[src/rtl/imh_pkg.sv]
`timescale 1ns / 1ps
// Shared types and codes for the indexed min-heap unit.
package imh_pkg;
   // table depth: vertex numbers and heap slots both span 0..CAPACITY-1
   localparam int CAPACITY = 1024;

   localparam logic [1:0] REQ_INSERT = 2'd0;
   localparam logic [1:0] REQ_POP    = 2'd1;
   localparam logic [1:0] REQ_DEC    = 2'd2;
   localparam logic [1:0] REQ_DELETE = 2'd3;

   localparam logic [1:0] ST_DONE    = 2'd0;
   localparam logic [1:0] ST_EMPTY   = 2'd1;
   localparam logic [1:0] ST_FULL    = 2'd2;
   localparam logic [1:0] ST_ABSENT  = 2'd3;

   localparam logic signed [31:0] DELETE_WEIGHT = -32'sd1000;

   // Compare-unit request: which relation decides a move.
   typedef enum logic [1:0] {
      CMP_GT,   // a > b
      CMP_GE,   // a >= b
      CMP_LT    // a < b
   } cmp_mode_type;
endpackage

[src/rtl/imh_cmp.sv]
`timescale 1ns / 1ps
// Shared signed weight comparator used by every sift step.
module imh_cmp (
   input  imh_pkg::cmp_mode_type mode,
   input  logic signed [31:0]    a,
   input  logic signed [31:0]    b,
   output logic                  hit
);
   always_comb begin
      case (mode)
         imh_pkg::CMP_GT: hit = a > b;
         imh_pkg::CMP_GE: hit = a >= b;
         default:         hit = a < b;
      endcase
   end
endmodule

[config.mk]
export PLATFORM = sky130hd
export DESIGN_NAME = imh_cmp
export DESIGN_NICKNAME = d
export VERILOG_FILES = /design/src/rtl/imh_pkg.sv /design/src/rtl/imh_cmp.sv
export SDC_FILE = /design/constraint.sdc
export NUM_CORES = 1
export LEC_CHECK = 0
export BUFFER_PORTS_ARGS = -buffer_cell sky130_fd_sc_hd__buf_2
export CORE_MARGIN = 2
export CORE_UTILIZATION = 43
export DETAILED_ROUTE_END_ITERATION = 7
export PLACE_DENSITY = 0.86
export SLEW_MARGIN = 25
export SYNTH_ARGS = -nofsm -noshare
export SYNTH_HDL_FRONTEND = slang
export SYNTH_SLANG_ARGS = --single-unit
[constraint.sdc]
create_clock -name vclk -period 3.35
set_input_delay 0.67 -clock vclk [all_inputs]
set_output_delay 0.67 -clock vclk [all_outputs]
set_load 0.03 [all_outputs]
-- Word level (Yosys, flattened, before mapping)
Cells that the tools add are included.
- flip-flop bits (word level): 0
- latch bits: 0
- bits in writable memories: 0
- memory bits (read-only): 0
- word-level logic and storage cells: 6
- memories: 0
- add/subtract/negate cells: 0
- multipliers: 0
- div/mod/pow operators: 0
- $lt $le $gt $ge: 3
- equality and inequality tests: 1
- shifts and indexed selects: 0
- muxes and demuxes: 1
- bitwise logic cells: 0
- reduce and logical (&&, ||, !) cells: 1
- operators with widths (operator ; count):
    $ge 32x32->1 ; 1
    $gt 32x32->1 ; 1
    $lt 32x32->1 ; 1
    $eq 2x1->1 const B ; 1
    $logic_not 2->1 ; 1
    $pmux 1 s2 ; 1

-- Logic depth before layout (Yosys ltp)
- word-level depth: 2
- gate-level depth with buffers: 8
- mapped depth without buffers: 8

-- Worst setup path after synthesis
No wires, ideal clock.
- path type: input-to-output
- start point: input b[17]
- end point: output hit
- data arrival time: 2565 ps
- data required time: 2680 ps
- setup slack: 115 ps
- cell stages on the path: 8
- path buffers: 0
- cells stage by stage: inv_1 -> ha_1 -> a41oi_1 -> o21ai_1 -> a221o_1 -> a2111o_1 -> a2bb2oi_1 -> nor2_1
- word-level cells in the longest chain between the ends: 2
- RTL lines (what ; line ; RTL):
    from (decl) ; imh_cmp.sv:6 ; input logic signed [31:0] b,
    $lt 32x32->1, or another cell as far along ; imh_cmp.sv:13 ; default: hit = a < b;
    $pmux 1 s2 (*) ; imh_cmp.sv:10 ; case (mode)
    to (decl) ; imh_cmp.sv:7 ; output logic hit
Every way passes the cells marked *; elsewhere a longest branch is shown, timed or not.

-- Worst setup path in the final report
- start point: input a[17]
- end point: output hit
- word-level cells in the longest chain between the ends: 2
- RTL lines (what ; line ; RTL):
    from (decl) ; imh_cmp.sv:5 ; input logic signed [31:0] a,
    $lt 32x32->1, or another cell as far along ; imh_cmp.sv:13 ;
    $pmux 1 s2 (*) ; imh_cmp.sv:10 ;
Marked as above.

==> metrics.yaml <==
global_routing:
  grt_pass1_wl_um: 3580
  grt_pass1_vias: 982
  busiest_layer: "met2"
  antenna_found_initial: 0
  grt_usage_pct: 17.3
  grtUsageMet3_pct: 0
  grt_overflow_total: 0
  gr-usage-met1_pct: 19.8
  grt_max_degree: 7
  grt_use_met2_pct: 36.3
synth:
  post-synth-top-count-cell: "inv_1"
  syn_area_um2: 877
  syn-num-nets: 217
  seq_area_frac_synth_pct: 0
  ys_warn_count: 0
  synth_common_cells: "35 x inv_1, 32 x ha_1, 10 x a21oi_1"
  synth_cells: 119
  synth_cell_types: 27
  synth_top_area_share_pct: 45.6
  syn-mean-instance-area_um2: 7.37
  netlist_top_cells_area: "ha_1 46%, inv_1 15%, a21oi_1 5.7%"
  synth_top_cell_by_area: "ha_1"
final_layout:
  areaGrowthSynthToFinish_pct: 43.2
  nFillCells: 189
  final_nets: 286
  finalCoreUtilization_pct: 64.7
  seq_area_um2: 0
  postLayoutCellArea_um2: 1260
  clock_buffers: 0
  layout-drive-gt1-share_pct: 40.3
  multi_input_area_um2: 753
  diodes: 0
  design.seq.count: 0
route:
  via_count: 1051
  drcViolationCount: 0
  wirelength_um: 2130
  via_per_inst: 4.93
  ant_nets: 0
  drt_first_pass_iters: 4
  wl_per_cell_um: 9.98
  drt_iter0_drc: 16
die:
  die_y_um: 49.2
  die-area_um2: 2420
  initial_utilization_pct: 45.2
  die_x_um: 49.2
  core_um2: 1940
  rows: 16
  io_pins: 67
place:
  place_area_um2: 1250
  dp.final_hpwl_um: 2030
  io_buffers: 67
  gp_congestion: 0.675
hold_path:
  hold_path_class: "primary input to primary output"
timing:
  max_freq_mhz: 309
  finalSetupTns_ps: 0
  holdWs_ps: 1880
  hold_violations: 0
  period_minus_slack_ps: 3230
  setup_viol: 0
  tightest_slew_ps: 382
  fin_crit_sh_pct: 96.6
  relSlewSlack_pct: 73.9
  finalMaxSlewViolations: 0
  rsz0062_at_grt: "no"
worst_setup_path:
  worstPathMaxFanout: 2
  setup.worst_path.end_class: "primary output"
  cpPeakStageDelay_ps: 400
  cpLargestDelayFamily: "compound AO/OA/AOI/OAI gates"
  crit_buf_inv: 2
  crit_type: "primary input to primary output"
  crit_arrival_ps: 2560
  crit_chain: "buf_2, ha_1, a41oi_2, o21ai_1, a221o_1, a2111o_1, a211oi_2, nor2_1, clkbuf_4"
  cp-start-kind: "primary input"
  slowest_stage: "a2111o_1"
  crit_required_ps: 2680
power:
  ir_drop_uv: 72.1
  power.leakage_nw: 0.827
  power_density_nw_per_um2: 112
run:
  drv_cap: 0
clocking:
  postCtsResizedCells: 0
  postCtsHoldBufs: 0
  cts_setup_buffers: 0
status:
  status: "completed"
[cell families after synthesis]
group | share of synthesized area, %
buffers and inverters | 15.0
adder cells (fa/ha/maj) | 45.6
AND/OR/NAND/NOR | 17.0
AO/OA/AOI/OAI | 22.4
[path summary, 6_finish.rpt]
path              startpoint  endpoint  cells after the start
setup / recovery       a[17]       hit                      9
hold / removal       mode[1]       hit                      6
[metal layers]
| layer | wire, um | share of wire [%] |
|---|---|---|
| met1 | 889 | 42 |
| met2 | 1120 | 52 |
| met5 | 0 | 0 |
| met3 | 101 | 4.8 |
| met4 | 19 | 0.89 |
[final cells by class]
| cell class | count | area share (%) |
|---|---|---|
| well taps | 27 | 2.69 |
| repair buffers | 67 | 26.9 |
| inverters | 35 | 10.5 |
| multi-input cells | 84 | 60.0 |
[per-stage QoR]
stage          setup WS (ps)  power [mW]  std cells
2_1_floorplan            115      0.0808        119
3_3_place_gp             106       0.130        213
3_5_place_dp            64.0       0.139        213
4_1_cts                 53.2       0.140        213
5_1_grt                 10.1       0.160        213
6_report                 115       0.140        213
[power breakdown]
part	total (mW)	switching, mW	internal [mW]
Sequential	0	0	0
Combinational	0.140	0.0661	0.0744
Clock	0	0	0
Total	0.140	0.0661	0.0744
[cells in the final DEF (no fill, tap or decap), types with 2 or more instances in the layout]
cell type	n
nor2_1	2
a21o_1	4
ha_1	32
nand4_1	8
inv_1	35
nand2_1	4
nand3_1	5
a21oi_1	10
buf_2	66
No activity file was read; power rests on OpenSTA's default activity.
