File: config.mk
export PLATFORM = sky130hd
export DESIGN_NAME = imh_ram
export DESIGN_NICKNAME = d
export VERILOG_FILES = /design/src/rtl/imh_ram.sv
export SDC_FILE = /design/constraint.sdc
export NUM_CORES = 1
export LEC_CHECK = 0
export ABC_AREA = 1
export BUFFER_PORTS_ARGS = -buffer_cell sky130_fd_sc_hd__buf_2
export CAP_MARGIN = 5
export CELL_PAD_IN_SITES_DETAIL_PLACEMENT = 0
export CELL_PAD_IN_SITES_GLOBAL_PLACEMENT = 2
export CORE_AREA = 2 2 118 120
export CTS_CLUSTER_DIAMETER = 60
export DETAILED_ROUTE_END_ITERATION = 6
export DIE_AREA = 0 0 120 122
export PLACE_DENSITY = 0.9
export SYNTH_ARGS = -nofsm -noshare
export SYNTH_HDL_FRONTEND = slang
export SYNTH_SLANG_ARGS = --single-unit
File: constraint.sdc
create_clock -name clock -period 3.96 [get_ports clock]
set_clock_uncertainty 0.1 [all_clocks]
set_input_delay 0.396 -clock clock [delete_from_list [all_inputs] [get_ports clock]]
set_output_delay 0.396 -clock clock [all_outputs]
set_load 0.1 [all_outputs]
File: src/rtl/imh_ram.sv
`timescale 1ns / 1ps
// Generic single-port RAM with registered read.
module imh_ram #(
   parameter int WIDTH = 8,
   parameter int DEPTH = 16
) (
   input  logic                     clock,
   input  logic                     wr_en,
   input  logic [$clog2(DEPTH)-1:0] addr,
   input  logic [WIDTH-1:0]         wr_data,
   output logic [WIDTH-1:0]         rd_data
);
   logic [WIDTH-1:0] mem [DEPTH];
   logic [WIDTH-1:0] rd_data_ff;

   always_ff @(posedge clock) begin
      if (wr_en) begin
         mem[addr] <= wr_data;
      end
      rd_data_ff <= mem[addr];
   end

   assign rd_data = rd_data_ff;
endmodule

After elaboration in Yosys (flattened, before gate mapping)
Memory sizes are Yosys's and may differ from the RTL's. A register that Yosys moved wholly into a read port is not among the register bits.
Cells that the tools add are included.
- multiplexer cells: 2
- operators by type and width (operator ; number):
    $mux 1 ; 2
- register bits: 0
- memory bits (writable): 128
- input port bits: 14
- output and inout port bits: 8
- word-level logic and storage cells: 3
- memories kept: 1
- memory list (name ; depth ; bits a word ; rd ports ; clocked after memory_dff ; wr ports ; line ; source):
    mem ; 16 ; 8 ; 1 ; 1 ; 1 ; 13 ; logic [WIDTH-1:0] mem [DEPTH];

Longest topological paths before layout
Gate-level depths: netlist (run 1).
- depth in word-level cells: 2
- mapped depth: 11
- gate-level depth less buffers: 9

Worst setup path before layout (run 1)
No wires, ideal clock.
- path kind: input port to flip-flop
- start: input port addr[1]
- end: memory mem[3][0], enable pin
- library setup time: 0.370 ns
- data arrival time: 1.403 ns
- required time: 3.490 ns
- slack: 2.087 ns
- stages: 4
- path buffers: 2
- cells stage by stage: buf_2 -> clkbuf_1 -> nand3_1 -> nor2_1
- RTL lines (what ; line ; source):
    start: declaration ; 9 ; input logic [$clog2(DEPTH)-1:0] addr,
    end: declaration ; 13 ;
No word-level cell before the write port.

Final worst setup path (run 1)
- start: input port addr[0]
- end: memory mem[9][3], enable pin
No word-level cell before the write port.

==> out/results.ini, run 1 <==
[outcome]
status=completed

[grt]
grt_pass1_wl_um=19000
grtUsageTotal=0.181
grt_pass1_vias=3474
grt_max_degree=67
grt_antenna_before_repair=0
overflow=0

[placed_design]
dp.cells=731
gp_congestion=0.830
post-dp-hpwl_um=7610
placed_cell_area_um2=5830
portBuffers=21
pre_cts_ws_ns=1.41

[logic_synthesis]
yosysWarnings=0
syn-cell-area_um2=5590
syn_avg_cell_area_um2=10.2
seq_area_frac_synth=0.716
postSynthCellCount=548
synth_nets=562
ys_ff_latch=136
ys_types=11

[clock_tree]
ctsHoldBuffers=0
cts.repair.resized=0
cts_tree=built
clkSlewWorstSetupHoldPaths_ns=0.06
cts_setup_buffers=0
clockBufferDepth=2
cts.sinks=136
insertion_delay_ns=0.41
htree_levels=4
cts_buffers=17
cts_root_buf=clkbuf_16

[finish]
drive_above_1_share=0.0978
fin_util=0.477
layoutNonFillerInstCount=763
final_cell_mix=nand2_1 (346), edfxtp_1 (128), inv_1 (21), buf_2 (21), nor2_1 (18)
area_growth_pct=15.2
design_area_um2=6440
nFillCells=1219
nNetsFinal=584
layout_commonest_cell=nand2_1
antenna_cells=0

[min_path]
min_path_type=input port to flop

[setup_path]
worst_path_max_delay_cell=nor2_1
arrival_ns=2.06
cpPeakStageDelay_ns=0.63
crit_fanout=66
cp-end-kind=flop
rrSetupSlack_ns=2.82
startpoint_type=input port
worstPathCellList=buf_2, buf_4, nand3_1, nor2_1
crit_type=input port to flop
crit_required_ns=3.91

[drt]
dr.first_iter.drc_count=212
ant_nets=0
routed_wl_um=12300
post_drt_via_cell_ratio=4.71
drtPass1Iterations=4
vias=3597
drc=0
post_drt_wl_per_cell_um=16.1

[sta]
worst-slew-pin-transition_ns=0.836
finalHoldViolations=0
timing.fmax_mhz=472
setup_violations=0
setup_slack_ns=1.84
period_minus_slack_ns=2.12
slew-limit-headroom=0.441
rsz0062_at_grt=no
period_share=0.535
setup_tns_ns=0
finalMaxSlewViolations=0

[floorplan]
ioPinCount=22
num_rows=43
dieArea_um2=14600
dieHeight_um=122
start_util=0.414
core_area_um2=13500
die_w_um=120

[power_and_ir_drop]
powerDensity_nw_per_um2=540
power_leakage_nw=2.74
peakVddDrop_uv=300

[run]
drv_cap=0

## state kept, by name, indices dropped and copies added (netlist names)
| signal | cells |
|---|---|
| rd_data | 8 |
| mem | 128 |
## through the flow
stage	power, mW	hold slack [ns]
finish	3.48	0.325
global route	3.60	0.321
CTS	3.50	0.325
detailed placement	1.91	0.597
global placement	1.90	0.590
floorplan	1.83	0.395
## critical path: cells and delay by family
kind	cells	cell delay, ns
AND/OR/NAND/NOR	2	1.02
buffers and inverters	2	0.63
## per-layer routing
metal / up-vias / GRT usage / share of wire / wire length (µm)
met3: 19 / 0.0459 / 0.048 / 590
met2: 100 / 0.288 / 0.48 / 5880
li1: 1790 / - / - / -
met5: - / 0 / 0 / 0
met1: 1688 / 0.238 / 0.45 / 5550
met4: 0 / 0.0743 / 0.021 / 259
## power breakdown
part | total, mW | switching, mW | internal [mW] | leakage [nW]
sequential | 1.62 | 0.00789 | 1.61 | 1.22
clock | 1.61 | 0.572 | 1.04 | 0.302
combinational | 0.256 | 0.207 | 0.0487 | 1.22
## cells by family (layout without fill, tap and decap cells)
logic type | count (synthesis) | count (layout) | share of synthesized area
flops | 136 | 136 | 0.716
simple gates | 368 | 368 | 0.248
buf+inv | 44 | 79 | 0.0362
## layout make-up
cell class	count	area, µm²	area share
flip-flops and latches	136	4000	0.621
multi-input cells	368	1390	0.215
clock buffers	20	467	0.0724
well taps	180	225	0.0350
clock inverters	12	148	0.0229
repair buffers	24	128	0.0198
inverters	23	86.3	0.0134
## synth_stat cells
cell type | n | area [µm²]
nor2_1 | 18 | 67.6
edfxtp_1 | 128 | 3840
nand3_1 | 4 | 20.0
clkbuf_1 | 3 | 11.3
inv_2 | 1 | 3.75
inv_1 | 21 | 78.8
buf_4 | 6 | 45.0
clkinv_1 | 1 | 3.75
dfxtp_1 | 8 | 160
nand2_1 | 346 | 1300
buf_2 | 12 | 60.1
## path summary, 6_finish.rpt
kind         startpoint         end  depth (start not counted)
max             addr[0]   mem[9][3]                          4
min          wr_data[4]   mem[8][4]                          1
max reg2reg   mem[7][2]  rd_data[2]                          8
min reg2reg   mem[8][1]  rd_data[1]                          8
(Power assumes the default switching activity.)
==> inputs of run 2 (changes only) <==
ABC_AREA = 0   (was 1)
CORE_AREA = 2 2 106 108   (was 2 2 118 120)
DIE_AREA = 0 0 108 110   (was 0 0 120 122)
PLACE_DENSITY = 0.86   (was 0.9)
clock period = 2 ns   (was 3.96 ns; I/O delays follow)
==> run 2 against run 1 <==
Synthesized cell count shrank 58%. Non-clock buffer count grew 26. Critical path type is now flop to output port. Sequential power grew 98%. Combinational power grew 72%. Global-route usage shrank 0.69 points. Die area shrank 19%. Routed wire length shrank 25%. Cell area shrank 4.5%. Largest cell class unchanged. Utilization grew 9.8 points. Sequential share of layout area grew 2.9 points.
==> out/results.ini, run 2 <==
[outcome]
status=completed

[sta]
setup_violations=0
period_minus_slack_ns=1.58
rsz0062_at_grt=no
worst-slew-pin-transition_ns=0.637
setup_tns_ns=0
finalHoldViolations=0
finalMaxSlewViolations=0
slew-limit-headroom=0.575
period_share=0.791
timing.fmax_mhz=632

[logic_synthesis]
yosys.area.top_type_share=0.759
syn_avg_cell_area_um2=22.0
synth_fa_ha_area_frac=0
yosysWarnings=0
synth_edf_count=128
yosys.area.top_type=edfxtp_1
synthTopCellsByArea=edfxtp_1 (76%), mux4_2 (14%), dfxtp_1 (3.2%)
synth_xor_area_frac=0
synth_flop_cell=edfxtp_1
ys_top_cells_by_count=edfxtp_1 (128), mux4_2 (32), a22oi_1 (16)
yosys.area_share.simple=0.0321
syn-cell-area_um2=5070
seq_area_frac_synth=0.790
postSynthCellCount=230
synth_mux_area_frac=0.142
synth-compound-area-share=0.0237
synth_top_family_by_area=multiplexers
async_flop_share=0
yosysMostFrequentCell=edfxtp_1
synth_nets=244
ys_types=18
ys_ff_latch=136

[grt]
overflow=0
grt_pass1_wl_um=14300
grtUsageTotal=0.174
grt_max_degree=40
grt_antenna_before_repair=0
grt_pass1_vias=2515

[min_path]
hp-start=addr[2]
min_path_type=input port to flop
whs_path_depth=5

[setup_path]
cpPeakStageDelay_ns=0.43
cp_num_buf_inv=1
crit_fanout=1
crit_type=flop to output port
cp-end-kind=output port
startpoint_type=flop
critPathLaunch=rd_data[7]
worstPathCellList=buf_2
crit_required_ns=1.70
r2r-start=mem[11][1]
path_depth=1
worst_path_max_delay_cell=buf_2
arrival_ns=1.28
reg2reg_depth=3
cp_top_family=buffers and inverters

[finish]
final_cell_mix=edfxtp_1 (128), mux4_2 (32), buf_2 (21)
layoutNonFillerInstCount=441
fin_util=0.575
nNetsFinal=302
layout_commonest_cell=edfxtp_1
largest_register_ff_count=128
antenna_cells=0
design_area_um2=6150
drive_above_1_share=0.349
area_growth_pct=21.4
top_register=mem

[placed_design]
portBuffers=21
placed_cell_area_um2=5470
post-dp-hpwl_um=5810
dp.cells=401
gp_congestion=0.766

[drt]
top_layer=met4
drc=0
post_drt_wl_per_cell_um=20.8
ant_nets=0
drtPass1Iterations=4
dr_wl_met2_um=4750
routed_wl_um=9170
dr.first_iter.drc_count=173
vias=2407
post_drt_via_cell_ratio=5.46
wl_met1_um=3790
wl_met3_um=555

[floorplan]
start_util=0.474
dieHeight_um=110
dieArea_um2=11900
core_area_um2=10700
ioPinCount=22
die_w_um=108
num_rows=38

[clock_tree]
htree_levels=4
clockBufferDepth=2
cts_buffers=17
insertion_delay_ns=0.51
cts_setup_buffers=0
cts_root_buf=clkbuf_8
clkSlewWorstSetupHoldPaths_ns=0.06
cts.repair.resized=0
cts_tree=built
cts.sinks=136

[power_and_ir_drop]
power_leakage_nw=2.06
powerDensity_nw_per_um2=1100
peakVddDrop_uv=526

[run]
drv_cap=0

==> run 2: cell count changes in the layout (fill, tap and decap cells not counted), moves of 3 or more <==
cell           previous run  this run
nand2_1                 346         9
mux4_2                    0        32
inv_1                    21         0
a22oi_1                   0        16
buf_4                     3        19
dlygate4sd3_1             0         8
nor2_1                   18        13
nor3_1                    0         4
nand3_1                   4         1
==> run 2: cells by family (layout without fill, tap and decap cells) <==
kind of cell           count (synthesis)  in the layout
AOI/OAI and AO/OA                     16             16
and+or+nand+nor                       35             35
buffers and inverters                 11             82
DFF                                  136            136
muxes                                 32             32
==> run 2: final timing paths <==
| check | to | slack [ns] |
|---|---|---|
| setup / recovery | rd_data[7] | 0.42 |
| hold reg to reg | rd_data[3] | 0.56 |
| setup reg to reg | rd_data[1] | 0.56 |
| hold / removal | rd_data[3] | 0.21 |
==> run 2: what timing repair did <==
item | CTS | global route
endpoints found under the setup margin | 0 | 0
hold endpoints to repair | 128 | 0
hold buffers | 8 | 0
==> run 2: area by class of cell <==
| cell class | instances | area, µm² |
|---|---|---|
| clock inverter | 13 | 180 |
| tap | 140 | 175 |
| multi-input combinational | 83 | 1000 |
| clock buffer | 19 | 422 |
| sequential | 136 | 4000 |
| fill | 774 | 4550 |
| timing repair buffer | 50 | 368 |
==> run 2: through the flow <==
| step | setup slack (ns) | hold WS, ns | power [mW] |
|---|---|---|---|
| finish | 0.418 | 0.205 | 6.74 |
| global route | 0.362 | 0.235 | 6.95 |
| CTS | 0.379 | 0.195 | 6.80 |
| detailed placement | 0.224 | 0.500 | 3.70 |
| global placement | 0.232 | 0.483 | 3.69 |
| floorplan | 0.207 | 0.199 | 3.56 |
==> run 2: report_power, final <==
group          internal [mW]  switching (mW)
Sequential              3.19          0.0192
Combinational          0.139           0.301
Clock                   2.01            1.08
==> run 2: per-layer routing <==
layer  vias to the layer above  track usage
li1                       1080            -
met1                      1249        0.225
met2                        72        0.279
met3                         6       0.0541
met4                         0       0.0687
met5                         -            0
